`config.mk`:
```
export PLATFORM = sky130hd
export DESIGN_NAME = ascd_front
export DESIGN_NICKNAME = d
export VERILOG_FILES = /design/src/rtl/ascd_pkg.sv /design/src/rtl/ascd_front.sv
export SDC_FILE = /design/constraint.sdc
export NUM_CORES = 1
export LEC_CHECK = 0
export ABC_AREA = 1
export CAP_MARGIN = 5
export CORE_ASPECT_RATIO = 0.6
export CORE_UTILIZATION = 40
export CTS_BUF_LIST = sky130_fd_sc_hd__clkbuf_4 sky130_fd_sc_hd__clkbuf_8 sky130_fd_sc_hd__clkbuf_16
export DETAILED_ROUTE_END_ITERATION = 7
export DONT_BUFFER_PORTS = 1
export GPL_TIMING_DRIVEN = 1
export PLACE_DENSITY_LB_ADDON = 0.15
export SLEW_MARGIN = 20
export SYNTH_ARGS = -nofsm -noshare
export SYNTH_HDL_FRONTEND = slang
export SYNTH_SLANG_ARGS = --single-unit
export TNS_END_PERCENT = 50
```
`constraint.sdc`:
```
create_clock -name clk -period 6.3 [get_ports clk]
set_input_delay 0.315 -clock clk [delete_from_list [all_inputs] [get_ports clk]]
set_output_delay 0.315 -clock clk [all_outputs]
set_load 0.005 [all_outputs]
```
`src/rtl/ascd_pkg.sv`:
```
package ascd_pkg;

    // Field widths
    localparam int SAMPLE_W    = 15;
    localparam int COEF_W      = 16;
    localparam int WLEN_W      = 9;
    localparam int THR_W       = 16;
    localparam int ERR_W       = 16;
    localparam int SUM_OUT_W   = 24;
    localparam int CFG_DATA_W  = 16;
    localparam int CFG_INDEX_W = 2;

    // Fixed-point arithmetic
    localparam int FRAC_W     = 14;
    localparam int PROD_W     = COEF_W + SAMPLE_W;
    localparam int DIFF_W     = 20;
    localparam int ROUND_BIAS = 1 << (FRAC_W - 1);

    // Defaults
    localparam int WINDOW_MAX_DEF  = 256;
    localparam int INDEX_WIDTH_DEF = 16;
    localparam int QUEUE_DEPTH     = 2;

    localparam logic [COEF_W-1:0]    COEF_RESET  = 16'h8000;
    localparam logic [WLEN_W-1:0]    WLEN_RESET  = 9'd50;
    localparam logic [THR_W-1:0]     THR_RESET   = 16'd983;
    localparam logic [ERR_W-1:0]     ERR_MAX     = '1;
    localparam logic [SUM_OUT_W-1:0] SUM_OUT_MAX = '1;

    // Configuration register map
    typedef enum logic [CFG_INDEX_W-1:0] {
        CFG_COEFFICIENT   = 2'd0,
        CFG_WINDOW_LENGTH = 2'd1,
        CFG_THRESHOLD     = 2'd2
    } cfg_index_t;

    // Item handed from the front to the back
    typedef struct packed {
        logic signed [PROD_W-1:0]   product;
        logic signed [SAMPLE_W-1:0] older;
        logic signed [SAMPLE_W-1:0] sample;
        logic                       first;
        logic                       last;
    } mid_item_t;

endpackage

```
`src/rtl/ascd_front.sv`:
```
module ascd_front (
    input  logic                                    clk,
    input  logic                                    rst_n,
    input  logic                                    clear_rec,
    input  logic signed [ascd_pkg::COEF_W-1:0]      coefficient,
    input  logic                                    push,
    input  logic signed [ascd_pkg::SAMPLE_W-1:0]    sample,
    input  logic                                    last_sample,
    input  logic                                    q_full,
    output logic                                    q_push,
    output ascd_pkg::mid_item_t                     q_item
);

    localparam int PROD_W = ascd_pkg::PROD_W;

    logic signed [ascd_pkg::SAMPLE_W-1:0] prev_reg, prev_next;
    logic signed [ascd_pkg::SAMPLE_W-1:0] older_reg, older_next;
    logic                                 first_reg, first_next;
    logic                                 accept;

    assign accept = push && !q_full;
    assign q_push = push;

    // Resonator product a1 * y[n-1]; registered in the queue
    always_comb
    begin
        q_item.product = PROD_W'(coefficient) * PROD_W'(prev_reg);
        q_item.older   = older_reg;
        q_item.sample  = sample;
        q_item.first   = first_reg;
        q_item.last    = last_sample;
    end

    // Sample history; a record end or a window_length write restarts it
    always_comb
    begin
        prev_next  = prev_reg;
        older_next = older_reg;
        first_next = first_reg;
        if (clear_rec)
        begin
            prev_next  = '0;
            older_next = '0;
            first_next = 1'b1;
        end
        else if (accept)
        begin
            if (last_sample)
            begin
                prev_next  = '0;
                older_next = '0;
                first_next = 1'b1;
            end
            else
            begin
                prev_next  = sample;
                older_next = prev_reg;
                first_next = 1'b0;
            end
        end
    end

    always_ff @(posedge clk or negedge rst_n)
    begin
        if (!rst_n)
        begin
            prev_reg  <= '0;
            older_reg <= '0;
            first_reg <= 1'b1;
        end
        else
        begin
            prev_reg  <= prev_next;
            older_reg <= older_next;
            first_reg <= first_next;
        end
    end

endmodule

```
==> results.md, run 1 <==
| Item | This run |
|:---|:---|
| Overall die height | 131 um |
| Crit. End Element | primary output |
| CTS Buf Count | 5 |
| Number of enable-type register cells in the synthesized netlist | 0 |
| Largest stage delay on the critical path | 0.58 ns |
| Tightest Pin Transition | 0.690 ns |
| Count of nets left with antenna violations after detail routing | 0 |
| Average vias per placed instance | 4.75 |
| Layout net count | 1797 |
| Place WS | 0.217 ns |
| Horizontal die dimension | 218 um |
| Antenna violations before repair | 1 |
| Tmin final | 6.17 ns |
| Number of distinct library cell variants in the gate-level netlist after synthesis | 29 |
| Effective utilization at floorplan | 41.5% |
| Global placer's final weighted congestion | 0.913 |
| Drt initial violations | 586 |
| Final Power | 2.62 mW |
| Power per cell area | 223 mW/mm^2 |
| Root buffer cell | clkbuf_16 |
| Syn Area/Cell | 7.59 sq um |
| Critical path arrival | 5.85 ns |
| Share of the synthesized area in the top cell type | 42.2% |
| Maximum number of buffers from clock root to sink | 2 |
| Net count of the mapped netlist | 1826 |
| Prevailing post-synth register cell | dfrtp_1 |
| Number of vias after detailed routing | 8551 |
| Largest net degree at the start of global routing | 32 |
| Hpwl dp | 24.9 mm |
| Core Area | 0.0269 sq mm |
| Fin Clk Skew | 0.00437 ns |
| Data required time of the worst path | 5.98 ns |
| Remaining DRCs | 0 |
| Final Hold Viols | 0 |
| Largest area contributor in the synthesized netlist | fa_1 |
| Reported max-cap violation count | 0 |
| Hold crit path type | input pin to register |
| Number of iterations in the first detailed-routing pass | 7 |
| Count of pins over their slew limit | 0 |
| Final-report setup violation count | 0 |
| Crit Path Max Fanout | 6 |
| Number of top-level design ports | 101 |
| Vias in the first global route | 8906 |
| Static power due to leakage | 7.30 nW |
| Depth of the CTS H-tree | 2 |
| Largest cells by area after synthesis | fa_1 42%, inv_1 15%, nand2_1 13%, ha_1 9.4%, dfrtp_1 6.7% |
| Wire length of the first global-routing pass | 48.0 mm |
| Most prevalent standard cell on the critical path | fa_1 |
| Crit path cell chain | buf_4 -> buf_4 -> nand2_1 -> fa_1 -> inv_1 -> fa_1 -> fa_1 -> fa_1 -> fa_1 -> inv_1 -> fa_1 -> inv_1 -> ha_1 -> a21oi_1 -> o21ai_0 -> a21oi_1 -> nand3_1 -> xor2_1 |
| Slowest cell on crit path | fa_1 |
| Share of post-route cells with drive strength above 1 | 5.06% |
| Clk Latency, worst-skew pair | 0.27 ns |
| Detailed-route wire length | 29.1 mm |
| Kind of start point of the critical path | register |
| Overall fraction of global-route tracks in use | 21.4% |
| Post-synthesis sequential area ratio | 6.97% |
| RSZ-0062 raised after global routing | yes |
| Area growth from synthesis to layout | 5.33% |
| Clock edge transition at the registers on the reported setup and hold paths | 0.05 ns |
| Number of diodes | 0 |
| Final sum of negative setup slack | 0 ns |
| Final period utilization | 97.9% |
| Mapped Area | 0.0112 sq mm |
| Top cells by instance count after synthesis | 456 x inv_1, 390 x nand2_1, 235 x fa_1 |
| Core utilization of the finished layout | 43.7% |
| CTS sink cnt | 31 |
| Number of I/O port buffers | 0 |
| Asr flop ratio synth | 100% |
| Final critical-path setup slack | 0.131 ns |
| Worst max-slew margin expressed relative to the limit | 54.0% |
| CTS tree | done |
| Synthesis warning total | 0 |
| Class of the most critical setup path | register to primary output |
| Most common cell in the synthesized netlist | inv_1 |
| Std cell rows | 46 |
| Flop and latch count out of synthesis | 31 |
| Leftover overflow at the end of global routing | 0 |
| Result of the run | finished, final reports clean |
| Post-synthesis cell count | 1470 |
| Count of filler cells inserted in the layout | 2764 |
| Full die area | 0.0286 sq mm |
| Peak Freq | 0.162 GHz |
| IR Drop Worst-Case VDD | 0.124 mV |
| Routed WL per cell | 16.2 um |
[per-stage QoR]
stage,hold WS (ns),cell area [sq um],std cells
2_1_floorplan,0.0194,11200,1470
3_3_place_gp,0.0205,11400,1778
3_5_place_dp,0.0200,11400,1778
4_1_cts,0.163,11600,1788
5_1_grt,0.170,11700,1802
6_report,0.164,11700,1802
[power by group]
group          total [mW]  switching [mW]  leakage (nW)  internal (mW)
Combinational        2.16            1.39          6.82          0.769
Clock               0.237          0.0868        0.0703          0.150
Sequential          0.225          0.0158         0.408          0.209
Total                2.62            1.49          7.30           1.13
[metal layers]
metal / GRT usage (%) / wire length, um / part of all wire (%)
met1: 33.6 / 14500 / 50
met2: 32.2 / 12400 / 43
met3: 3.06 / 2050 / 7.0
met4: 1.72 / 133 / 0.46
met5: 0 / 0 / 0
[worst max-delay path: cells and delay by family (launching register included)]
family | cells | cell delay, ns
compound gates | 3 | 0.78
xor+xnor | 1 | 0.22
fa+ha+maj | 7 | 3.41
buf+inv | 5 | 0.39
flops | 1 | 0.48
simple gates | 2 | 0.27
[logic make-up (layout without fill, tap and decap cells)]
family                   Yosys count  after routing  synth area share (%)
AO/OA/AOI/OAI                     82             82                  3.98
XOR/XNOR                          19             19                  1.49
adder cells (fa/ha/maj)          319            319                  51.6
buffers and inverters            525            497                  18.3
flip-flops                        31             31                  6.97
AND/OR/NAND/NOR                  494            494                  17.6
[layout by cell type, fill, tap and decap left out, types with 4 or more instances in the layout]
cell type and instances:
fa_1 233, nand2_1 389, nand2_2 5, xor2_1 16, nand4_1 14, a21oi_1 27, o21ai_0 46, dfrtp_2 7
nor2_4 4, nor2_1 50, inv_1 456, ha_1 84, buf_4 28, clkbuf_16 5, dfrtp_1 22, nand3_1 21
[final timing paths]
| path | from | endpoint | slack, ns | cells after the start |
|---|---|---|---|---|
| hold reg to reg | first_reg | first_reg | 0.51 | 2 |
| min in group asynchronous | rst_n | older_reg[7] | 0.48 | 2 |
| setup / recovery | prev_reg[7] | q_item[53] | 0.13 | 18 |
| hold / removal | sample[7] | prev_reg[7] | 0.16 | 2 |
| max in group asynchronous | rst_n | first_reg | 5.59 | 2 |
| setup reg to reg | prev_reg[1] | prev_reg[1] | 5.18 | 3 |
[cell type report]
type                       count  area [sq um]  area share (%)
multi-input combinational    914          8380            71.4
clock inverter                 2          12.5           0.107
tap                          360           450            3.84
inverter                     458          1720            14.6
clock buffer                   6           133            1.13
sequential                    31           790            6.72
timing repair buffer          31           260            2.22
[what timing repair did]
| item | 4_1_cts | 5_1_grt |
|---|---|---|
| hold buffers | 2 | 0 |
| endpoints found under the setup margin | 1 | 13 |
| pin swaps | 0 | 1 |
| setup buffers | 0 | 14 |
| resized for setup | 2 | 19 |
| endpoints found under the hold margin | 31 | 0 |
Note: power is estimated with default switching activity, not from simulation.
==> run 2: changes to the inputs <==
- GPL_ROUTABILITY_DRIVEN: not set -> 1
- clock period: 6.3 -> 7.06 ns (I/O delays scaled with it)
==> run 2 against run 1 <==
Net effect: setup slack gained 0.34 ns; combinational power shrank 13%; register-to-register slack gained 0.64 ns; critical path depth grew 3; hold slack gained 0.046 ns; die area is the same; clock power shrank 17%; routed wire length shrank 0.71%; cell count shrank 1.1%; sequential share of layout area is essentially flat; flip-flop and latch count is the same; critical endpoint is now q_item[61]; largest power group unchanged.
==> results.md, run 2 (synthesized netlist as in run 1, its figures left out) <==
| Item | This run | Change |
|:---|:---|:---|
| Most common cell after layout, fill and taps aside | inv_1 |  |
| Critical path arrival | 6.23 ns | +0.38 ns |
| Class of the most critical setup path | register to primary output |  |
| Area growth from synthesis to layout | 3.34% |  |
| Layout net count | 1779 | -1.0% |
| Data required time of the worst path | 6.71 ns | +0.73 ns |
| Power per cell area | 199 mW/mm^2 | -11% |
| Tmin final | 6.59 ns |  |
| Final period utilization | 93.3% |  |
| Kind of start point of the critical path | register |  |
| Routed WL per cell | 16.2 um | +0.40% |
| CTS tree | done |  |
| Antenna violations before repair | 0 | -1 |
| Final sum of negative setup slack | 0 ns | unchanged |
| Core Area | 0.0269 sq mm | unchanged |
| Fin Clk Skew | 0.00301 ns | -0.00136 ns |
| Final Hold Viols | 0 | unchanged |
| Static power due to leakage | 7.20 nW | -1.3% |
| Detailed-route wire length | 28.9 mm | -0.71% |
| Count of pins over their slew limit | 0 | unchanged |
| Clk Latency, worst-skew pair | 0.27 ns | about the same |
| Wire length of the first global-routing pass | 48.8 mm | +1.7% |
| Overall die height | 131 um | unchanged |
| Full die area | 0.0286 sq mm | unchanged |
| Clock edge transition at the registers on the reported setup and hold paths | 0.05 ns | about the same |
| Max Used Layer | met4 |  |
| Result of the run | finished, final reports clean |  |
| Drt initial violations | 606 | +3.4% |
| Share of post-route cells with drive strength above 1 | 2.67% | -2.4 points |
| Number of I/O port buffers | 0 | unchanged |
| Met1 wire length | 14.4 mm | -0.57% |
| Metal3 WL | 1.85 mm | -9.7% |
| Crit. End Element | primary output |  |
| Crit Path Max Fanout | 7 | +1 |
| Total length of routed met2 wires | 12.5 mm | +0.31% |
| Tightest Pin Transition | 0.798 ns | +0.108 ns |
| Remaining DRCs | 0 | unchanged |
| Most used cells in the layout excluding fill and tap cells | 456 x inv_1, 390 x nand2_1, 235 x fa_1 |  |
| Number of cells upsized or downsized after cts | 0 | -2 |
| Buffers inserted during post-CTS setup optimization | 0 | unchanged |
| Hold crit path type | input pin to register |  |
| Reported max-cap violation count | 0 | unchanged |
| Global placer's final weighted congestion | 0.953 | +4.4% |
| Horizontal die dimension | 218 um | unchanged |
| Count of nets left with antenna violations after detail routing | 0 | unchanged |
| Maximum number of buffers from clock root to sink | 2 | unchanged |
| Peak Freq | 0.152 GHz |  |
| Number of vias after detailed routing | 8554 | +0.035% |
| Std cell rows | 46 | unchanged |
| Worst max-slew margin expressed relative to the limit | 46.8% | -7.2 points |
| Hold Worst Slack | 0.210 ns | +0.0459 ns |
| Average vias per placed instance | 4.80 | +1.2% |
| IR Drop Worst-Case VDD | 0.111 mV | -11% |
| Hpwl dp | 24.7 mm | -0.79% |
| Depth of the CTS H-tree | 2 | unchanged |
| Overall fraction of global-route tracks in use | 21.8% | +0.34 points |
| Leftover overflow at the end of global routing | 0 | unchanged |
| CTS sink cnt | 31 | unchanged |
| Root buffer cell | clkbuf_16 |  |
| Vias in the first global route | 9055 | +1.7% |
| Effective utilization at floorplan | 41.5% | unchanged |
| CTS Buf Count | 5 | unchanged |
| Number of iterations in the first detailed-routing pass | 5 | -2 |
| Final-report setup violation count | 0 | unchanged |
| Largest net degree at the start of global routing | 32 | unchanged |
| RSZ-0062 raised after global routing | no |  |
| Number of top-level design ports | 101 | unchanged |
| Core utilization of the finished layout | 42.9% | -0.82 points |
| Number of diodes | 0 | unchanged |
[run 2: cell count changes in the layout (fill, tap and decap cells not counted), moves of 4 or more]
cell	delta
buf_4	-17
dfrtp_1	+8
dfrtp_2	-7
nor2_4	-4
[run 2: what timing repair did]
action	CTS	global route
setup endpoints to repair	0	0
endpoints found under the hold margin	31	0
hold buffers	2	0
[run 2: area by class of cell]
type / count / area (sq um)
well taps: 360 / 450
inverters: 458 / 1720
repair buffers: 13 / 113
fillers: 2817 / 15400
flip-flops and latches: 31 / 777
clock buffers: 6 / 133
multi-input cells: 914 / 8330
[run 2: routing by layer]
layer	global-route usage [%]	up-vias
met5	0	-
met4	2.11	0
met3	1.92	12
met2	33.5	271
met1	34.0	4239
li1	-	4032
[run 2: per-stage QoR]
stage	setup WS (ns)	total power, mW	cells	area [sq um]
after floorplan	1.27	1.63	1470	11200
after global routing	0.148	2.60	1782	11500
after detailed placement	0.827	2.11	1774	11400
final	0.475	2.30	1782	11500
after CTS	0.537	2.32	1782	11500
after global placement	0.840	2.11	1774	11400
[run 2: power by group]
group	switching, mW	internal [mW]
clock	0.0662	0.130
combinational	1.23	0.669
sequential	0.0206	0.186
[run 2: worst paths after layout]
kind / from / to / slack (ns) / cells past startpoint
setup / recovery: prev_reg[0] / q_item[61] / 0.47 / 21
hold / removal: sample[6] / prev_reg[6] / 0.21 / 2
setup reg to reg: prev_reg[13] / prev_reg[13] / 5.82 / 2
hold reg to reg: first_reg / first_reg / 0.52 / 2
max in group asynchronous: rst_n / first_reg / 6.30 / 2
min in group asynchronous: rst_n / older_reg[7] / 0.53 / 2
[run 2: critical path, stage by stage (launching register included)]
cell	delay, ns
dfrtp_1	0.37
nand2_1	0.11
inv_1	0.10
fa_1	0.67
fa_1	0.86
inv_1	0.16
fa_1	0.50
inv_1	0.05
fa_1	0.49
fa_1	0.49
inv_1	0.05
fa_1	0.47
inv_1	0.04
ha_1	0.46
nand2_1	0.14
nor2_1	0.27
nand2_1	0.19
nor3_1	0.16
nand2_1	0.15
nand3_1	0.10
nand2_1	0.05
nand2_1	0.07
