$ cat config.mk
export PLATFORM = sky130hd
export DESIGN_NAME = ascd_back
export DESIGN_NICKNAME = d
export VERILOG_FILES = /design/src/rtl/ascd_pkg.sv /design/src/rtl/ascd_fifo.sv /design/src/rtl/ascd_back.sv
export SDC_FILE = /design/constraint.sdc
export NUM_CORES = 2
export LEC_CHECK = 0
export ABC_CLOCK_PERIOD_IN_PS = 16200
export BUFFER_PORTS_ARGS = -buffer_cell sky130_fd_sc_hd__buf_2
export CAP_MARGIN = 10
export CORE_MARGIN = 5
export CORE_UTILIZATION = 30
export CTS_CLUSTER_DIAMETER = 50
export CTS_CLUSTER_SIZE = 10
export DETAILED_ROUTE_END_ITERATION = 8
export PLACE_DENSITY = 0.42
export SLEW_MARGIN = 20
export SYNTH_ARGS = -nofsm -noshare
export SYNTH_HDL_FRONTEND = slang
export SYNTH_MEMORY_MAX_BITS = 65536
export SYNTH_SLANG_ARGS = --single-unit
$ cat constraint.sdc
create_clock -name clk -period 16.2 [get_ports clk]
set_clock_uncertainty 0.05 [all_clocks]
set_input_delay 3.24 -clock clk [delete_from_list [all_inputs] [get_ports clk]]
set_output_delay 3.24 -clock clk [all_outputs]
set_load 0.01 [all_outputs]
$ cat src/rtl/ascd_pkg.sv
package ascd_pkg;

    // Field widths
    localparam int SAMPLE_W    = 15;
    localparam int COEF_W      = 16;
    localparam int WLEN_W      = 9;
    localparam int THR_W       = 16;
    localparam int ERR_W       = 16;
    localparam int SUM_OUT_W   = 24;
    localparam int CFG_DATA_W  = 16;
    localparam int CFG_INDEX_W = 2;

    // Fixed-point arithmetic
    localparam int FRAC_W     = 14;
    localparam int PROD_W     = COEF_W + SAMPLE_W;
    localparam int DIFF_W     = 20;
    localparam int ROUND_BIAS = 1 << (FRAC_W - 1);

    // Defaults
    localparam int WINDOW_MAX_DEF  = 256;
    localparam int INDEX_WIDTH_DEF = 16;
    localparam int QUEUE_DEPTH     = 2;

    localparam logic [COEF_W-1:0]    COEF_RESET  = 16'h8000;
    localparam logic [WLEN_W-1:0]    WLEN_RESET  = 9'd50;
    localparam logic [THR_W-1:0]     THR_RESET   = 16'd983;
    localparam logic [ERR_W-1:0]     ERR_MAX     = '1;
    localparam logic [SUM_OUT_W-1:0] SUM_OUT_MAX = '1;

    // Configuration register map
    typedef enum logic [CFG_INDEX_W-1:0] {
        CFG_COEFFICIENT   = 2'd0,
        CFG_WINDOW_LENGTH = 2'd1,
        CFG_THRESHOLD     = 2'd2
    } cfg_index_t;

    // Item handed from the front to the back
    typedef struct packed {
        logic signed [PROD_W-1:0]   product;
        logic signed [SAMPLE_W-1:0] older;
        logic signed [SAMPLE_W-1:0] sample;
        logic                       first;
        logic                       last;
    } mid_item_t;

endpackage

$ cat src/rtl/ascd_fifo.sv
module ascd_fifo #(
    parameter int WIDTH = 1,
    parameter int DEPTH = ascd_pkg::QUEUE_DEPTH
) (
    input  logic             clk,
    input  logic             rst_n,
    input  logic             push,
    input  logic [WIDTH-1:0] push_data,
    output logic             full,
    input  logic             pop,
    output logic [WIDTH-1:0] pop_data,
    output logic             empty
);

    localparam int PTR_W = $clog2(DEPTH);
    localparam int CNT_W = $clog2(DEPTH + 1);

    logic [WIDTH-1:0] entry_reg [DEPTH];
    logic [PTR_W-1:0] wr_ptr_reg, wr_ptr_next;
    logic [PTR_W-1:0] rd_ptr_reg, rd_ptr_next;
    logic [CNT_W-1:0] count_reg, count_next;
    logic             do_push, do_pop;

    assign full     = (count_reg == CNT_W'(DEPTH));
    assign empty    = (count_reg == '0);
    assign do_push  = push && !full;
    assign do_pop   = pop && !empty;
    assign pop_data = entry_reg[rd_ptr_reg];

    // Pointer and fill count update
    always_comb
    begin
        wr_ptr_next = wr_ptr_reg;
        rd_ptr_next = rd_ptr_reg;
        count_next  = count_reg;
        if (do_push)
        begin
            wr_ptr_next = (wr_ptr_reg == PTR_W'(DEPTH - 1)) ? '0 : wr_ptr_reg + 1'b1;
        end
        if (do_pop)
        begin
            rd_ptr_next = (rd_ptr_reg == PTR_W'(DEPTH - 1)) ? '0 : rd_ptr_reg + 1'b1;
        end
        if (do_push && !do_pop)
        begin
            count_next = count_reg + 1'b1;
        end
        else if (do_pop && !do_push)
        begin
            count_next = count_reg - 1'b1;
        end
    end

    always_ff @(posedge clk or negedge rst_n)
    begin
        if (!rst_n)
        begin
            wr_ptr_reg <= '0;
            rd_ptr_reg <= '0;
            count_reg  <= '0;
        end
        else
        begin
            wr_ptr_reg <= wr_ptr_next;
            rd_ptr_reg <= rd_ptr_next;
            count_reg  <= count_next;
        end
    end

    // Storage
    always_ff @(posedge clk)
    begin
        if (do_push)
        begin
            entry_reg[wr_ptr_reg] <= push_data;
        end
    end

endmodule

$ cat src/rtl/ascd_back.sv
module ascd_back #(
    parameter int WINDOW_MAX  = ascd_pkg::WINDOW_MAX_DEF,
    parameter int INDEX_WIDTH = ascd_pkg::INDEX_WIDTH_DEF
) (
    input  logic                                  clk,
    input  logic                                  rst_n,
    input  logic                                  clear_rec,
    input  logic [$clog2(WINDOW_MAX + 1)-1:0]     len,
    input  logic [ascd_pkg::THR_W + $clog2(WINDOW_MAX + 1)-1:0] thr_len,
    input  logic                                  q_empty,
    input  ascd_pkg::mid_item_t                   q_item,
    output logic                                  q_pop,
    output logic                                  empty,
    input  logic                                  pop,
    output logic [ascd_pkg::ERR_W-1:0]            error_magnitude,
    output logic                                  window_valid,
    output logic [ascd_pkg::SUM_OUT_W-1:0]        window_sum,
    output logic                                  below_threshold,
    output logic [INDEX_WIDTH-1:0]                center_index,
    output logic                                  border_found,
    output logic [INDEX_WIDTH-1:0]                first_border,
    output logic [INDEX_WIDTH-1:0]                last_border,
    output logic                                  record_end
);

    localparam int PROD_W    = ascd_pkg::PROD_W;
    localparam int DIFF_W    = ascd_pkg::DIFF_W;
    localparam int ERR_W     = ascd_pkg::ERR_W;
    localparam int SUM_OUT_W = ascd_pkg::SUM_OUT_W;
    localparam int PTR_W     = $clog2(WINDOW_MAX);
    localparam int LEN_W     = $clog2(WINDOW_MAX + 1);
    localparam int SUM_W     = ERR_W + PTR_W;
    localparam int IW        = INDEX_WIDTH;
    localparam int RES_W     = ERR_W + 1 + SUM_OUT_W + 1 + 3 * IW + 1 + 1;
    localparam logic signed [PROD_W-1:0] BIAS_S = PROD_W'(ascd_pkg::ROUND_BIAS);

    // Error from the queue head
    logic signed [PROD_W-1:0] biased, rounded;
    logic signed [DIFF_W-1:0] diff;
    logic [DIFF_W-1:0]        mag;
    logic [ERR_W-1:0]         err;

    always_comb
    begin
        biased  = q_item.product + BIAS_S;
        rounded = biased >>> ascd_pkg::FRAC_W;
        diff    = -DIFF_W'(rounded) - DIFF_W'(q_item.older) - DIFF_W'(q_item.sample);
        mag     = diff[DIFF_W-1] ? DIFF_W'(-diff) : DIFF_W'(diff);
        if (q_item.first)
        begin
            err = '0;
        end
        else if (mag > DIFF_W'(ascd_pkg::ERR_MAX))
        begin
            err = ascd_pkg::ERR_MAX;
        end
        else
        begin
            err = mag[ERR_W-1:0];
        end
    end

    // Window stage handshake
    logic             b1_valid_reg;
    logic [ERR_W-1:0] b1_err_reg;
    logic             b1_last_reg;
    logic [PTR_W-1:0] b1_pos_reg;
    logic             b1_go;
    logic             res_full;
    logic [PTR_W-1:0] rd_pos_reg, rd_pos_next;

    assign b1_go = b1_valid_reg && !res_full;
    assign q_pop = !q_empty && (!b1_valid_reg || b1_go);

    // Ring read pointer, advanced as items enter the window stage
    always_comb
    begin
        rd_pos_next = rd_pos_reg;
        if (clear_rec)
        begin
            rd_pos_next = '0;
        end
        else if (q_pop)
        begin
            if (q_item.last || (LEN_W'(rd_pos_reg) + LEN_W'(1) >= len))
            begin
                rd_pos_next = '0;
            end
            else
            begin
                rd_pos_next = rd_pos_reg + 1'b1;
            end
        end
    end

    always_ff @(posedge clk or negedge rst_n)
    begin
        if (!rst_n)
        begin
            rd_pos_reg   <= '0;
            b1_valid_reg <= 1'b0;
        end
        else
        begin
            rd_pos_reg <= rd_pos_next;
            if (q_pop)
            begin
                b1_valid_reg <= 1'b1;
            end
            else if (b1_go)
            begin
                b1_valid_reg <= 1'b0;
            end
        end
    end

    always_ff @(posedge clk)
    begin
        if (q_pop)
        begin
            b1_err_reg  <= err;
            b1_last_reg <= q_item.last;
            b1_pos_reg  <= rd_pos_reg;
        end
    end

    // Error ring: read as an item enters, written as it leaves
    logic [ERR_W-1:0] ring_mem [WINDOW_MAX];
    logic [ERR_W-1:0] ring_rd_reg;

    always_ff @(posedge clk)
    begin
        if (b1_go)
        begin
            ring_mem[b1_pos_reg] <= b1_err_reg;
        end
        if (q_pop)
        begin
            ring_rd_reg <= ring_mem[rd_pos_reg];
        end
    end

    // Record state
    logic [SUM_W-1:0] sum_reg, sum_next;
    logic [LEN_W-1:0] fill_reg, fill_next;
    logic [IW-1:0]    index_reg, index_next;
    logic             found_reg, found_next;
    logic [IW-1:0]    first_reg, first_next;
    logic [IW-1:0]    lastc_reg, lastc_next;

    logic                 full_before;
    logic [SUM_W-1:0]     sum_calc;
    logic [LEN_W-1:0]     fill_calc;
    logic                 valid;
    logic [31:0]          sum_ext;
    logic [SUM_OUT_W-1:0] sum_sat;
    logic                 below;
    logic [IW-1:0]        center;
    logic                 found_calc;
    logic [IW-1:0]        first_calc, lastc_calc;

    // Window sum, threshold test and border tracking
    always_comb
    begin
        full_before = (fill_reg >= len);
        sum_calc    = sum_reg - (full_before ? SUM_W'(ring_rd_reg) : '0) + SUM_W'(b1_err_reg);
        fill_calc   = full_before ? fill_reg : fill_reg + 1'b1;
        valid       = (fill_calc >= len);
        sum_ext     = 32'(sum_calc);
        sum_sat     = (sum_ext > 32'(ascd_pkg::SUM_OUT_MAX)) ? ascd_pkg::SUM_OUT_MAX
                                                             : sum_ext[SUM_OUT_W-1:0];
        below       = valid && (32'(sum_sat) <= 32'(thr_len));
        center      = valid ? IW'(32'(index_reg) + 32'd1 - 32'(len >> 1)) : '0;
        found_calc  = found_reg || below;
        first_calc  = (below && !found_reg) ? center : first_reg;
        lastc_calc  = below ? center : lastc_reg;
    end

    always_comb
    begin
        sum_next   = sum_reg;
        fill_next  = fill_reg;
        index_next = index_reg;
        found_next = found_reg;
        first_next = first_reg;
        lastc_next = lastc_reg;
        if (clear_rec || (b1_go && b1_last_reg))
        begin
            sum_next   = '0;
            fill_next  = '0;
            index_next = '0;
            found_next = 1'b0;
            first_next = '0;
            lastc_next = '0;
        end
        else if (b1_go)
        begin
            sum_next   = sum_calc;
            fill_next  = fill_calc;
            index_next = index_reg + 1'b1;
            found_next = found_calc;
            first_next = first_calc;
            lastc_next = lastc_calc;
        end
    end

    always_ff @(posedge clk or negedge rst_n)
    begin
        if (!rst_n)
        begin
            sum_reg   <= '0;
            fill_reg  <= '0;
            index_reg <= '0;
            found_reg <= 1'b0;
            first_reg <= '0;
            lastc_reg <= '0;
        end
        else
        begin
            sum_reg   <= sum_next;
            fill_reg  <= fill_next;
            index_reg <= index_next;
            found_reg <= found_next;
            first_reg <= first_next;
            lastc_reg <= lastc_next;
        end
    end

    // Result queue
    logic [RES_W-1:0] res_in, res_out;

    assign res_in = {b1_err_reg, valid, sum_sat, below, center,
                     found_calc, first_calc, lastc_calc, b1_last_reg};

    ascd_fifo #(
        .WIDTH (RES_W),
        .DEPTH (ascd_pkg::QUEUE_DEPTH)
    ) u_res_fifo (
        .clk       (clk),
        .rst_n     (rst_n),
        .push      (b1_go),
        .push_data (res_in),
        .full      (res_full),
        .pop       (pop),
        .pop_data  (res_out),
        .empty     (empty)
    );

    assign {error_magnitude, window_valid, window_sum, below_threshold, center_index,
            border_found, first_border, last_border, record_end} = res_out;

endmodule

==> flow_metrics.env <==
export IMPL_status="completed"
export IMPL_final_setup_tns_ps=0
export IMPL_ios=196
export IMPL_core_um2=582000
export IMPL_grt_pass1_vias=88900
export IMPL_ys_warn_count=0
export IMPL_root_buffer="clkbuf_16"
export IMPL_netlist_top_cells_area="edfxtp_1, mux4_2, dfrtp_1"
export IMPL_busiest_layer="met2"
export IMPL_ir_drop_uv=115
export IMPL_cts_tree="done"
export IMPL_yosysUniqueCellTypes=75
export IMPL_vias=85400
export IMPL_period_share=0.661
export IMPL_ys_ff_latch=4416
export IMPL_grt_pass1_wl_mm=714
export IMPL_ff2ff_setup_slack_ps=7380
export IMPL_grt_max_degree=203
export IMPL_rsz0062_at_grt="false"
export IMPL_power_density_nw_per_um2=148
export IMPL_cts_setup_buffers=0
export IMPL_period_minus_slack_ps=10720
export IMPL_async_flop_share=0.0215
export IMPL_synth_most_common_cell="edfxtp_1"
export IMPL_clk_pin_slew_ps=50
export IMPL_start_util=0.301
export IMPL_gr_usage_met1=0.233
export IMPL_cts_hold_buffers=0
export IMPL_cts_made_buffers=577
export IMPL_ys_seq_area_frac=0.754
export IMPL_min_from="first_reg[15]"
export IMPL_synthToLayoutAreaGrowth_pct=17.1
export IMPL_setup_viol=0
export IMPL_dr_pass1_iters=7
export IMPL_grt_usage=0.167
export IMPL_place_hpwl_mm=300
export IMPL_avgSynthCellArea_um2=21.6
export IMPL_tightest_slew_ps=1210
export IMPL_worstSetupStartpoint="len[1]"
export IMPL_viasPerCell=5.04
export IMPL_relSlewSlack=0.196
export IMPL_holdPathStages=2
export IMPL_cp_top_family="compound AO/OA/AOI/OAI gates"
export IMPL_yosysTopAreaCell="edfxtp_1"
export IMPL_p_total_mw=30.5
export IMPL_cts_sinks=4416
export IMPL_h_tree_depth=6
export IMPL_syn_inst=8129
export IMPL_overflow=0
export IMPL_cts_max_path_buffers=4
export IMPL_wl_per_cell_um=30.2
export IMPL_hold_viol=0
export IMPL_worst_r2r_cell_count=33
export IMPL_critPathArrivalTime_ps=11450
export IMPL_r2r_start="fill_reg[0]"
export IMPL_slew_violations=0
export IMPL_end_kind="flop"
export IMPL_synthesis_area_um2=175000
export IMPL_drtAntennaViolNets=0
export IMPL_nets=9147
export IMPL_fp_dieH_um=774
export IMPL_syn_nets=8411
export IMPL_gr_usage_met3=0.0250
export IMPL_die_x_um=774
export IMPL_crit_type="input pin to flop"
export IMPL_drc=0
export IMPL_rows=280
export IMPL_hold_path_class="flop to flop"
export IMPL_cts_resized=0
export IMPL_cap_violations=0
export IMPL_synth_top_area_frac=0.741
export IMPL_numPortBuffers=182
export IMPL_drtIter0Drc=7801
export IMPL_antenna_found_initial=31
export IMPL_rr_endpoint="u_res_fifo.entry_reg[0][26]"
export IMPL_wl_mm=512
export IMPL_met2_usage=0.276
export IMPL_worst_path_max_delay_cell="o21ai_0"
export IMPL_die_area_um2=599000
export IMPL_yosys_top_cells_count="edfxtp_1, mux4_2, nor2_1, clkbuf_1, mux2i_1"
export IMPL_critPathLaunchType="input pin"
export IMPL_cp_num_cells=33
export IMPL_crit_required_ps=16940
export IMPL_gp_congestion=0.750
export IMPL_min_to="first_reg[15]"
export IMPL_slowest_delay_ps=540
export IMPL_worst_skew_pair_late_latency_ps=1050
export IMPL_largest_register_ff_count=4096
export IMPL_synth_edf_count=4321
export IMPL_drive_gt1_frac=0.308
export IMPL_path_max_fanout=23
export IMPL_ys_dominant_reg_cell="edfxtp_1"
export IMPL_leakagePower_nw=64.3
export IMPL_critPathBufInv=5
export IMPL_fmax_mhz=93.3
[through the flow]
stage	cells	area (µm²)	utilization	hold WS [ps]	setup slack (ps)
final	17000	205000	0.353	429	5480
after global routing	16900	205000	0.353	457	4900
after CTS	16900	205000	0.352	432	5480
after detailed placement	16000	188000	0.323	419	4320
after global placement	16000	188000	0.323	420	4090
after floorplan	8129	175000	-	373	5970
[layout make-up]
class | count | area [µm²]
well taps | 7755 | 9700
fillers | 53800 | 377000
multi-input cells | 3110 | 41100
flip-flops and latches | 4416 | 132000
clock inverters | 212 | 2190
inverters | 170 | 648
repair buffers | 590 | 4240
clock buffers | 682 | 15100
diodes | 29 | 72.6
[where the power goes]
group / total, mW / internal, mW / switching, mW / leakage [nW]
Sequential: 13.7 / 13.5 / 0.146 / 40.3
Combinational: 5.00 / 1.81 / 3.19 / 15.6
Clock: 11.8 / 7.02 / 4.78 / 8.41
[kinds of logic (layout without fill, tap and decap cells)]
kind of cell,count (synthesis),in the layout,synth area share
AOI/OAI and AO/OA,534,534,0.0214
xor gates and xnor gates,112,112,0.00560
adders and majority gates,180,180,0.0143
buffers and inverters,603,1654,0.0141
DFF,4416,4416,0.754
muxes,1517,1517,0.172
other,0,29,0
and+or+nand+nor,767,767,0.0189
[per-layer routing]
| layer | vias up | share of wire |
|---|---|---|
| li1 | 35400 | - |
| met4 | 4 | 0.023 |
| met2 | 2380 | 0.49 |
| met3 | 621 | 0.049 |
| met1 | 47000 | 0.44 |
| met5 | - | 0.000041 |
[layout by cell type, fill, tap and decap left out, drive strengths merged, types with 22 or more instances in the layout]
cell    Yosys  layout
a21o       28      28
a21oi     127     127
a22o       53      53
a31oi      31      31
and2       22      22
buf       187     590
bufinv      0      25
clkbuf    246     682
clkinv      1     129
dfrtp      95      95
diode       0      29
edfxtp   4321    4321
fa         34      34
ha        146     146
inv       169     209
mux2      117     117
mux2i     222     222
mux4     1178    1178
nand2     181     181
nand3      56      56
nor2      388     388
nor2b      23      23
o21ai      62      62
o221ai     87      87
o22ai      56      56
xnor2      63      63
xor2       49      49
[worst max path at each step]
stage | slack (ps) | endpoint
floorplan | 5970 | u_res_fifo.entry_reg[0][21]
global placement | 4090 | first_reg[7]
detailed placement | 4320 | u_res_fifo.entry_reg[1][25]
CTS | 5480 | u_res_fifo.entry_reg[1][25]
global route | 4900 | u_res_fifo.entry_reg[0][26]
finish | 5480 | u_res_fifo.entry_reg[0][26]
[worst register-to-register path, delay by kind of cell, from the launching register on]
family	cells	cell delay, ps
AND/OR/NAND/NOR	9	1940
adder cells (fa/ha/maj)	4	1320
buffers and inverters	4	790
multiplexers	1	400
XOR/XNOR	1	160
AO/OA/AOI/OAI	14	3510
flip-flops	1	400
(Power assumes the default switching activity.)
