### src/rtl/ascd_pkg.sv
package ascd_pkg;

    // Field widths
    localparam int SAMPLE_W    = 15;
    localparam int COEF_W      = 16;
    localparam int WLEN_W      = 9;
    localparam int THR_W       = 16;
    localparam int ERR_W       = 16;
    localparam int SUM_OUT_W   = 24;
    localparam int CFG_DATA_W  = 16;
    localparam int CFG_INDEX_W = 2;

    // Fixed-point arithmetic
    localparam int FRAC_W     = 14;
    localparam int PROD_W     = COEF_W + SAMPLE_W;
    localparam int DIFF_W     = 20;
    localparam int ROUND_BIAS = 1 << (FRAC_W - 1);

    // Defaults
    localparam int WINDOW_MAX_DEF  = 256;
    localparam int INDEX_WIDTH_DEF = 16;
    localparam int QUEUE_DEPTH     = 2;

    localparam logic [COEF_W-1:0]    COEF_RESET  = 16'h8000;
    localparam logic [WLEN_W-1:0]    WLEN_RESET  = 9'd50;
    localparam logic [THR_W-1:0]     THR_RESET   = 16'd983;
    localparam logic [ERR_W-1:0]     ERR_MAX     = '1;
    localparam logic [SUM_OUT_W-1:0] SUM_OUT_MAX = '1;

    // Configuration register map
    typedef enum logic [CFG_INDEX_W-1:0] {
        CFG_COEFFICIENT   = 2'd0,
        CFG_WINDOW_LENGTH = 2'd1,
        CFG_THRESHOLD     = 2'd2
    } cfg_index_t;

    // Item handed from the front to the back
    typedef struct packed {
        logic signed [PROD_W-1:0]   product;
        logic signed [SAMPLE_W-1:0] older;
        logic signed [SAMPLE_W-1:0] sample;
        logic                       first;
        logic                       last;
    } mid_item_t;

endpackage

### src/rtl/ascd_fifo.sv
module ascd_fifo #(
    parameter int WIDTH = 1,
    parameter int DEPTH = ascd_pkg::QUEUE_DEPTH
) (
    input  logic             clk,
    input  logic             rst_n,
    input  logic             push,
    input  logic [WIDTH-1:0] push_data,
    output logic             full,
    input  logic             pop,
    output logic [WIDTH-1:0] pop_data,
    output logic             empty
);

    localparam int PTR_W = $clog2(DEPTH);
    localparam int CNT_W = $clog2(DEPTH + 1);

    logic [WIDTH-1:0] entry_reg [DEPTH];
    logic [PTR_W-1:0] wr_ptr_reg, wr_ptr_next;
    logic [PTR_W-1:0] rd_ptr_reg, rd_ptr_next;
    logic [CNT_W-1:0] count_reg, count_next;
    logic             do_push, do_pop;

    assign full     = (count_reg == CNT_W'(DEPTH));
    assign empty    = (count_reg == '0);
    assign do_push  = push && !full;
    assign do_pop   = pop && !empty;
    assign pop_data = entry_reg[rd_ptr_reg];

    // Pointer and fill count update
    always_comb
    begin
        wr_ptr_next = wr_ptr_reg;
        rd_ptr_next = rd_ptr_reg;
        count_next  = count_reg;
        if (do_push)
        begin
            wr_ptr_next = (wr_ptr_reg == PTR_W'(DEPTH - 1)) ? '0 : wr_ptr_reg + 1'b1;
        end
        if (do_pop)
        begin
            rd_ptr_next = (rd_ptr_reg == PTR_W'(DEPTH - 1)) ? '0 : rd_ptr_reg + 1'b1;
        end
        if (do_push && !do_pop)
        begin
            count_next = count_reg + 1'b1;
        end
        else if (do_pop && !do_push)
        begin
            count_next = count_reg - 1'b1;
        end
    end

    always_ff @(posedge clk or negedge rst_n)
    begin
        if (!rst_n)
        begin
            wr_ptr_reg <= '0;
            rd_ptr_reg <= '0;
            count_reg  <= '0;
        end
        else
        begin
            wr_ptr_reg <= wr_ptr_next;
            rd_ptr_reg <= rd_ptr_next;
            count_reg  <= count_next;
        end
    end

    // Storage
    always_ff @(posedge clk)
    begin
        if (do_push)
        begin
            entry_reg[wr_ptr_reg] <= push_data;
        end
    end

endmodule

### config.mk
export PLATFORM = sky130hd
export DESIGN_NAME = ascd_fifo
export DESIGN_NICKNAME = d
export VERILOG_FILES = /design/src/rtl/ascd_pkg.sv /design/src/rtl/ascd_fifo.sv
export SDC_FILE = /design/constraint.sdc
export NUM_CORES = 1
export LEC_CHECK = 0
export ABC_AREA = 1
export ABC_CLOCK_PERIOD_IN_PS = 3150
export BUFFER_PORTS_ARGS = -buffer_cell sky130_fd_sc_hd__buf_4
export CAP_MARGIN = 20
export CORE_AREA = 2 2 39 41
export CTS_CLUSTER_DIAMETER = 60
export CTS_CLUSTER_SIZE = 28
export DETAILED_ROUTE_END_ITERATION = 8
export DIE_AREA = 0 0 41 43
export PLACE_DENSITY = 0.45
export SLEW_MARGIN = 5
export SYNTH_ARGS = -nofsm -noshare
export SYNTH_HDL_FRONTEND = slang
export SYNTH_SLANG_ARGS = --single-unit
### constraint.sdc
create_clock -name clk -period 3.15 [get_ports clk]
set_clock_uncertainty 0.15 [all_clocks]
set_input_delay 0.63 -clock clk [delete_from_list [all_inputs] [get_ports clk]]
set_output_delay 0.63 -clock clk [all_outputs]
set_load 0.02 [all_outputs]
==> results.toml, run 1 <==
[cts]
cts_tree = "built"
holdBufCountCts = 0
cts_setup_buffers = 0
htree_num_levels = 1
clk_path_buf_depth = 2
cts-root-buf = "clkbuf_4"
cts-buffers-inserted = 3
insertion_delay_ps = 240
path_clk_slew_ps = 50
cts.repair.resized = 0
cts_sinks = 6

[sta]
setup_viol_count_final = 0
final.min_clock_period_ps = 1800
setup_ws_ps = 1350
grt_setup_unrepaired = "no"
tns_ps = 0
worst-slew-pin-transition_ps = 279
slew_violations = 0
max_slew_margin_pct = 81.2
period_share_pct = 57.1
timing.hold.ws_ps = 23.1
max_freq_mhz = 556
hold_violations = 0

[finish]
area_growth_pct = 32.4
drive_gt1_share_pct = 25.0
layout_commonest_cell = "nand2_1"
diodes = 0
final_cell_mix = "nand2_1, inv_1, buf_4"
final_cells = 64
nNetsFinal = 55
final_cell_area_um2 = 404

[pwr]
total_leakage_power_nw = 0.217
sw_frac_of_total_pct = 39.9
power.switching_mw = 0.159
p_seq_share_pct = 36.1
power-per-cell-area_mw_per_mm2 = 986
pwr-share-clk_pct = 18.9
p_int_mw = 0.240
comb_power_share_pct = 45.0
vdd_ir_drop_max_mv = 0.272

[setup_path]
startpoint_type = "flop"
crit_arrival_ps = 1020
required_ps = 2370
end_kind = "primary output"
crit_type = "flop to primary output"
cp_max_fo = 7

[placement]
place_area_um2 = 378
place_congestion = 0.647
portBuffers = 7
place_ws_ps = 1450
placed_cells = 60
dp_hpwl_um = 417

[outcome]
outcome = "finished clean"

[worst_hold_path]
hold_path_class = "primary input to asynchronous set/reset pin"

[flow_run]
cap_violations = 0

[synthesis]
yosysWarningCount = 0
syn_area_um2 = 305
synth.distinct_cells = 12
yosys.area.top_type = "dfrtp_1"
synth_area_leaders = "dfrtp_1, edfxtp_1, nand2_1, inv_1, ha_1"
synth-seq-area-share_pct = 52.5
synthCells = 37
synth_nets = 43
synth_top_area_share_pct = 32.8
synth-seq-cells = 6
postSynthAreaPerCell_um2 = 8.25

[grt]
antenna_found_initial = 0
grt_util_all_layers_pct = 7.38
grt_pass1_wl_um = 834
grt_pass1_vias = 220
grt-ovfl-total = 0
grt_max_degree = 8

[route]
drtIter0Drc = 5
wirelength_um = 510
drc = 0
postRouteAntennaNets = 0
routedWlPerCell_um = 7.97
vias_per_cell = 3.84
drt_pass1_iterations = 2
route.vias.total = 246

[floorplan]
fp-row-count = 14
design.core.area_mm2 = 0.00138
die_x_um = 41
die_area_mm2 = 0.00176
start_util_pct = 22.1
pin_count = 8
die_h_um = 43
synthesized netlist by cell type:
library cell,count
dfrtp_1,4
edfxtp_1,2
ha_1,1
inv_1,8
nand2_1,12
nand3_1,1
nand3b_1,1
nand4_1,1
nor2_1,2
nor2_2,2
o21ai_0,2
xnor2_1,1
final cells by class:
| class | instances | area, µm² |
|---|---|---|
| clock buffers | 4 | 26.3 |
| inverters | 8 | 30.0 |
| fillers | 158 | 980 |
| multi-input cells | 23 | 115 |
| flip-flops and latches | 6 | 160 |
| well taps | 16 | 20.0 |
| repair buffers | 7 | 52.6 |
through the flow:
step	power (mW)	utilization, %
2_1_floorplan	0.268	-
3_5_place_dp	0.328	27.3
4_1_cts	0.408	29.2
5_1_grt	0.441	29.2
6_report	0.398	29.2
3_3_place_gp	0.325	27.3
final timing paths:
kind                              start           end  slack [ps]  cells past startpoint
max                        count_reg[0]          full        1350                      2
min                               rst_n    rd_ptr_reg          20                      1
max reg2reg                count_reg[0]  count_reg[1]        1600                      6
min reg2reg                  wr_ptr_reg    wr_ptr_reg         330                      2
max in group asynchronous         rst_n    wr_ptr_reg        2720                      1
min in group clk             wr_ptr_reg    wr_ptr_reg         330                      2
power groups by stage:
stage | sequential [mW] | clock (mW) | combinational [mW]
floorplan | 0.139 | 0 | 0.130
global placement | 0.145 | 0 | 0.181
detailed placement | 0.146 | 0 | 0.182
CTS | 0.145 | 0.0795 | 0.183
global route | 0.148 | 0.0866 | 0.207
finish | 0.144 | 0.0753 | 0.179
layer usage:
metal  GRT usage [%]  routed length (µm)  vias up
met1            7.57                 233      104
met4            4.00                   0        0
met2            10.9                 243        5
met3            4.71                  33        0
li1                -                   -      137
met5               0                   0        -
kinds of logic (layout without fill, tap and decap cells):
logic type,after synthesis,after routing,synth area share (%)
and+or+nand+nor,19,19,27.5
buffers and inverters,8,19,9.84
DFF,6,6,52.5
AOI/OAI and AO/OA,2,2,3.28
adders and majority gates,1,1,4.10
xor gates and xnor gates,1,1,2.87
worst max-delay path, stage by stage (launching register included):
cell	delay [ps]
dfrtp_1	450
nor2_2	170
buf_4	160
Power figures use the tool's default switching activity.
==> run 2, diff against run 1 <==
Settings changed: ABC_CLOCK_PERIOD_IN_PS 3150 to 1800.
Clock period 3.15 ns to 1.8 ns, I/O delays scaled along.
==> run 2 against run 1 <==
  * First-iteration DRC count fell by 100%
  * Worst setup slack got worse by 1100 ps
  * Clock-buffer cell count did not move
  * Critical path depth rose by 4
  * Non-clock buffer count rose by 1
  * Core utilization rose by 0.72 points
  * Cell count rose by 1.6%
  * Wire length fell by 3.5%
  * Power rose by 75%
  * Critical endpoint is now count_reg[1]
  * Sequential power rose by 74%
==> results.toml, run 2 (synthesis results as in run 1) <==
[outcome]
outcome = "finished clean"

[cts]
cts_sinks = 6
cts-root-buf = "clkbuf_4"
path_clk_slew_ps = 50
cts_setup_buffers = 0
insertion_delay_ps = 230
clk_path_buf_depth = 2
cts_tree = "built"
cts-buffers-inserted = 3
htree_num_levels = 1

[grt]
grt_pass1_vias = 240
grt_util_all_layers_pct = 7.78
grt_pass1_wl_um = 848
grt-ovfl-total = 0
grt_max_degree = 8
antenna_found_initial = 0

[route]
routed.top_layer = "met3"
wirelength_um = 492
route.vias.total = 255
drtIter0Drc = 0
drc = 0
routedWlPerCell_um = 7.57
drt_pass1_iterations = 1
vias_per_cell = 3.92
wl_met2_um = 241
met3RoutedLength_um = 36
postRouteAntennaNets = 0
wl_met1_um = 215

[placement]
place_congestion = 0.620
placed_cells = 60
portBuffers = 7
place_area_um2 = 378

[floorplan]
design.core.area_mm2 = 0.00138
die_h_um = 43
start_util_pct = 22.1
die_x_um = 41
pin_count = 8
fp-row-count = 14
die_area_mm2 = 0.00176

[worst_hold_path]
hold_path_depth = 1
hold_path_class = "primary input to flop"

[setup_path]
reg2reg_depth = 6
startpoint_type = "flop"
r2r_slack_ps = 290
required_ps = 1770
end_kind = "flop"
crit_path_max_incr_delay_ps = 440
crit_slowest_cell = "dfrtp_1"
crit_arrival_ps = 1480
cpMostUsedCell = "nand2_1"
crit_type = "flop to flop"
cp_cell_sequence = "o21ai_0, ha_1, inv_1, nand3_1, nand2_1, nand2_1"
cp_max_fo = 7

[sta]
grt_setup_unrepaired = "no"
max_slew_margin_pct = 83.6
setup_viol_count_final = 0
hold_violations = 0
tns_ps = 0
max_freq_mhz = 664
final.min_clock_period_ps = 1510
slew_violations = 0
period_share_pct = 83.6
worst-slew-pin-transition_ps = 244

[pwr]
total_leakage_power_nw = 0.221
power-per-cell-area_mw_per_mm2 = 1680
p_total_mw = 0.696
vdd_ir_drop_max_mv = 0.453

[finish]
drive_gt1_share_pct = 24.5
final_cell_mix = "nand2_1, inv_1, buf_4"
final_cell_area_um2 = 414
nNetsFinal = 56
final_cells = 65
layout_commonest_cell = "nand2_1"
fillers = 147
area_growth_pct = 35.7
diodes = 0

[flow_run]
cap_violations = 0
==> run 2: changes by cell type in the layout (fill, tap and decap cells not counted), sizes merged <==
cell	delta
dlygate4sd3	+1
==> run 2: layout make-up <==
type / instances / area (µm²) / share of cell area, %
clock buffers: 4 / 26.3 / 6.34
well taps: 16 / 20.0 / 4.83
repair buffers: 8 / 62.6 / 15.1
inverters: 8 / 30.0 / 7.25
flip-flops and latches: 6 / 160 / 38.7
multi-input cells: 23 / 115 / 27.8
==> run 2: final timing paths <==
kind,from,end
setup reg to reg,count_reg[0],count_reg[1]
hold reg to reg,wr_ptr_reg,wr_ptr_reg
hold / removal,push_data,entry_reg[1]
max in group asynchronous,rst_n,count_reg[0]
min in group asynchronous,rst_n,rd_ptr_reg
setup / recovery,count_reg[0],count_reg[1]
==> run 2: timing repair <==
action / in CTS / in global routing
endpoints found under the hold margin: 4 / 0
endpoints found under the setup margin: 0 / 0
hold buffers: 1 / 0
resized for setup: 0 / 0
==> run 2: metrics by stage <==
stage | util (%) | setup slack (ps) | hold slack, ps
floorplan | - | 251 | -85.6
global placement | 27.3 | 263 | 9.59
detailed placement | 27.3 | 282 | 8.68
CTS | 29.9 | 272 | 139
global route | 29.9 | 130 | 131
finish | 29.9 | 294 | 150
==> run 2: worst max-delay path: cells and delay by family (launching register included) <==
kind | cells | cell delay [ps]
adder cells (fa/ha/maj) | 1 | 300
AND/OR/NAND/NOR | 3 | 170
flip-flops | 1 | 440
AO/OA/AOI/OAI | 1 | 260
buffers and inverters | 1 | 80
==> run 2: per-layer routing <==
layer / vias up / track usage, %
met3: 0 / 6.28
met2: 5 / 11.3
li1: 138 / -
met1: 112 / 7.54
met5: - / 0
met4: 0 / 4.00
==> run 2: power by group <==
group          internal [mW]  switching [mW]
clock network         0.0838          0.0468
registers              0.202          0.0480
logic                  0.135           0.181
==> run 3, diff against run 2 <==
Settings changed: ABC_AREA 1 to 0, ABC_CLOCK_PERIOD_IN_PS 1800 to 1500, PLACE_DENSITY 0.45 to 0.42.
Clock period 1.8 ns to 1.5 ns, I/O delays scaled along.
==> run 3 against run 2 <==
  * Die area is the same
  * Wire length is 1.6% higher
  * Non-clock buffer count increased by 6
  * Clock power rose by 24%
  * Worst hold slack got worse by 60 ps
  * Global-route usage down 0.60 points
  * Sequential share of layout area is 4.6 points lower
  * Area after synthesis is 12% lower
  * The flow now finishes with violations (negative setup slack)
  * Power up 49%
  * Via count down 20%
  * Highest routed layer unchanged
  * Cell count fell by 14%
  * Sequential cell count unchanged
==> results.toml, run 3 <==
[sta]
setup_viol_count_final = 1
setup_ws_ps = -9.58
grt_setup_unrepaired = "yes"
hold_violations = 0
period_share_pct = 101
max_freq_mhz = 662
worst-slew-pin-transition_ps = 170
slew_violations = 0
max_slew_margin_pct = 88.7
final.min_clock_period_ps = 1510

[finish]
drive_gt1_share_pct = 62.5
final_cell_mix = "buf_4, xnor2_1, clkbuf_4, dfrtp_1, buf_6"
nNetsFinal = 47
layout_commonest_cell = "buf_4"
final_core_util_pct = 34.3
final_cells = 56
area_growth_pct = 77.1
fillers = 150
diodes = 0

[cts]
path_clk_slew_ps = 50
cts-root-buf = "clkbuf_4"
cts_tree = "built"
cts_sinks = 6
cts-buffers-inserted = 3
insertion_delay_ps = 240
htree_num_levels = 1
clk_path_buf_depth = 2

[synthesis]
netlist_top_cells_count = "dfrtp_1, nor2_1, xnor2_1"
synthMuxAreaShare_pct = 4.21
ys.flop_type = "dfrtp_1"
synth-seq-area-share_pct = 59.8
synth-seq-cells = 6
yosys.area_share.xor_xnor_pct = 16.4
synth_compound_area_share_pct = 1.87
synth_adder_area_share_pct = 4.67
yosys.area_share.simple_pct = 10.3
postSynthAreaPerCell_um2 = 12.2
synthArstFlopShare_pct = 66.7
synth.distinct_cells = 12
synth_nets = 28
yosysWarningCount = 0
syn_area_um2 = 268
synthCells = 22
synth_top_family_by_area = "XOR/XNOR gates"
synth_edf_count = 2
synth_top_area_share_pct = 37.4
yosysMostFrequentCell = "dfrtp_1"
synth_area_leaders = "dfrtp_1, edfxtp_1, xnor2_1, xor2_1, ha_1"
yosys.area.top_type = "dfrtp_1"

[route]
wirelength_um = 500
route.vias.total = 205
postRouteAntennaNets = 0
drc = 0
routedWlPerCell_um = 8.93
drt_pass1_iterations = 2
drtIter0Drc = 7
vias_per_cell = 3.66

[grt]
grt_max_degree = 5
grt_pass1_wl_um = 772
grt_util_all_layers_pct = 7.18
antenna_found_initial = 0
grt-ovfl-total = 0
grt_pass1_vias = 212

[pwr]
vdd_ir_drop_max_mv = 0.513
power-per-cell-area_mw_per_mm2 = 2190
total_leakage_power_nw = 0.220

[setup_path]
required_ps = 1050
startpoint_type = "flop"
end_kind = "primary output"
crit_slowest_cell = "dfrtp_1"
crit_arrival_ps = 1060
cp_max_fo = 2
crit_path_max_incr_delay_ps = 380
crit_type = "flop to primary output"
cp_cell_sequence = "mux2_4, buf_6"

[flow_run]
cap_violations = 0

[placement]
place_congestion = 0.645
placed_cells = 49
place_ws_ps = 3.61
portBuffers = 7
dp_hpwl_um = 372

[outcome]
failed_checks = "negative setup slack"
outcome = "finished with violations"

[floorplan]
start_util_pct = 19.3
die_h_um = 43
fp-row-count = 14
pin_count = 8
design.core.area_mm2 = 0.00138
die_area_mm2 = 0.00176
die_x_um = 41

[worst_hold_path]
hold_path_class = "primary input to flop"
-- run 3: final cells by class --
type	count	area [µm²]	share of cell area, %
sequential	6	161	34.0
multi-input combinational	14	140	29.6
timing repair buffer	14	119	25.1
clock buffer	4	26.3	5.54
tap	16	20.0	4.22
inverter	2	7.51	1.58
-- run 3: cells by family (layout without fill, tap and decap cells) --
group,Yosys count,in the layout
AOI/OAI and AO/OA,1,1
xor gates and xnor gates,5,5
adders and majority gates,1,1
buffers and inverters,2,20
DFF,6,6
muxes,1,1
and+or+nand+nor,6,6
-- run 3: worst paths after layout --
check,from,to,slack [ps],cells past startpoint
max in group asynchronous,rst_n,count_reg[1],850,2
max reg2reg,count_reg[0],count_reg[1],30,7
max,rd_ptr_reg,pop_data,-10,2
min in group asynchronous,rst_n,wr_ptr_reg,240,2
min reg2reg,wr_ptr_reg,wr_ptr_reg,350,1
min,push_data,entry_reg[1],90,1
-- run 3: metrics by stage --
step	cell area (µm²)	total power, mW	setup TNS [ps]	hold WS, ps
6_report	474	1.04	-9.58	90.1
5_1_grt	474	1.11	-118	75.1
4_1_cts	435	0.961	-23.2	79.1
3_5_place_dp	373	0.714	0	-50.0
3_3_place_gp	373	0.701	0	-50.6
2_1_floorplan	270	0.542	0	-146
-- run 3: per-layer routing --
metal | share of wire (%) | GRT usage, % | up-vias
met2 | 56 | 9.69 | 5
met1 | 40 | 7.24 | 95
li1 | - | - | 105
met3 | 3.8 | 1.57 | 0
met5 | 0 | 0 | -
met4 | 0 | 10.0 | 0
-- run 3: power breakdown --
part | internal, mW | total [mW] | leakage [nW] | switching [mW]
logic | 0.328 | 0.553 | 0.140 | 0.225
registers | 0.249 | 0.322 | 0.0642 | 0.0731
clock network | 0.101 | 0.162 | 0.0150 | 0.0612
total | 0.677 | 1.04 | 0.220 | 0.360
-- run 3: critical path, delay by kind of cell (launching register included) --
kind     cells  cell delay, ps
buf+inv      1             130
flops        1             380
mux          1             300
-- run 3: repair_timing --
| item | 4_1_cts | 5_1_grt |
|---|---|---|
| pin swaps | 0 | 5 |
| endpoints found under the hold margin | 4 | 0 |
| gates resized for setup | 5 | 8 |
| buffers inserted | 2 | 1 |
| hold buffers | 1 | 0 |
| setup endpoints to repair | 3 | 3 |
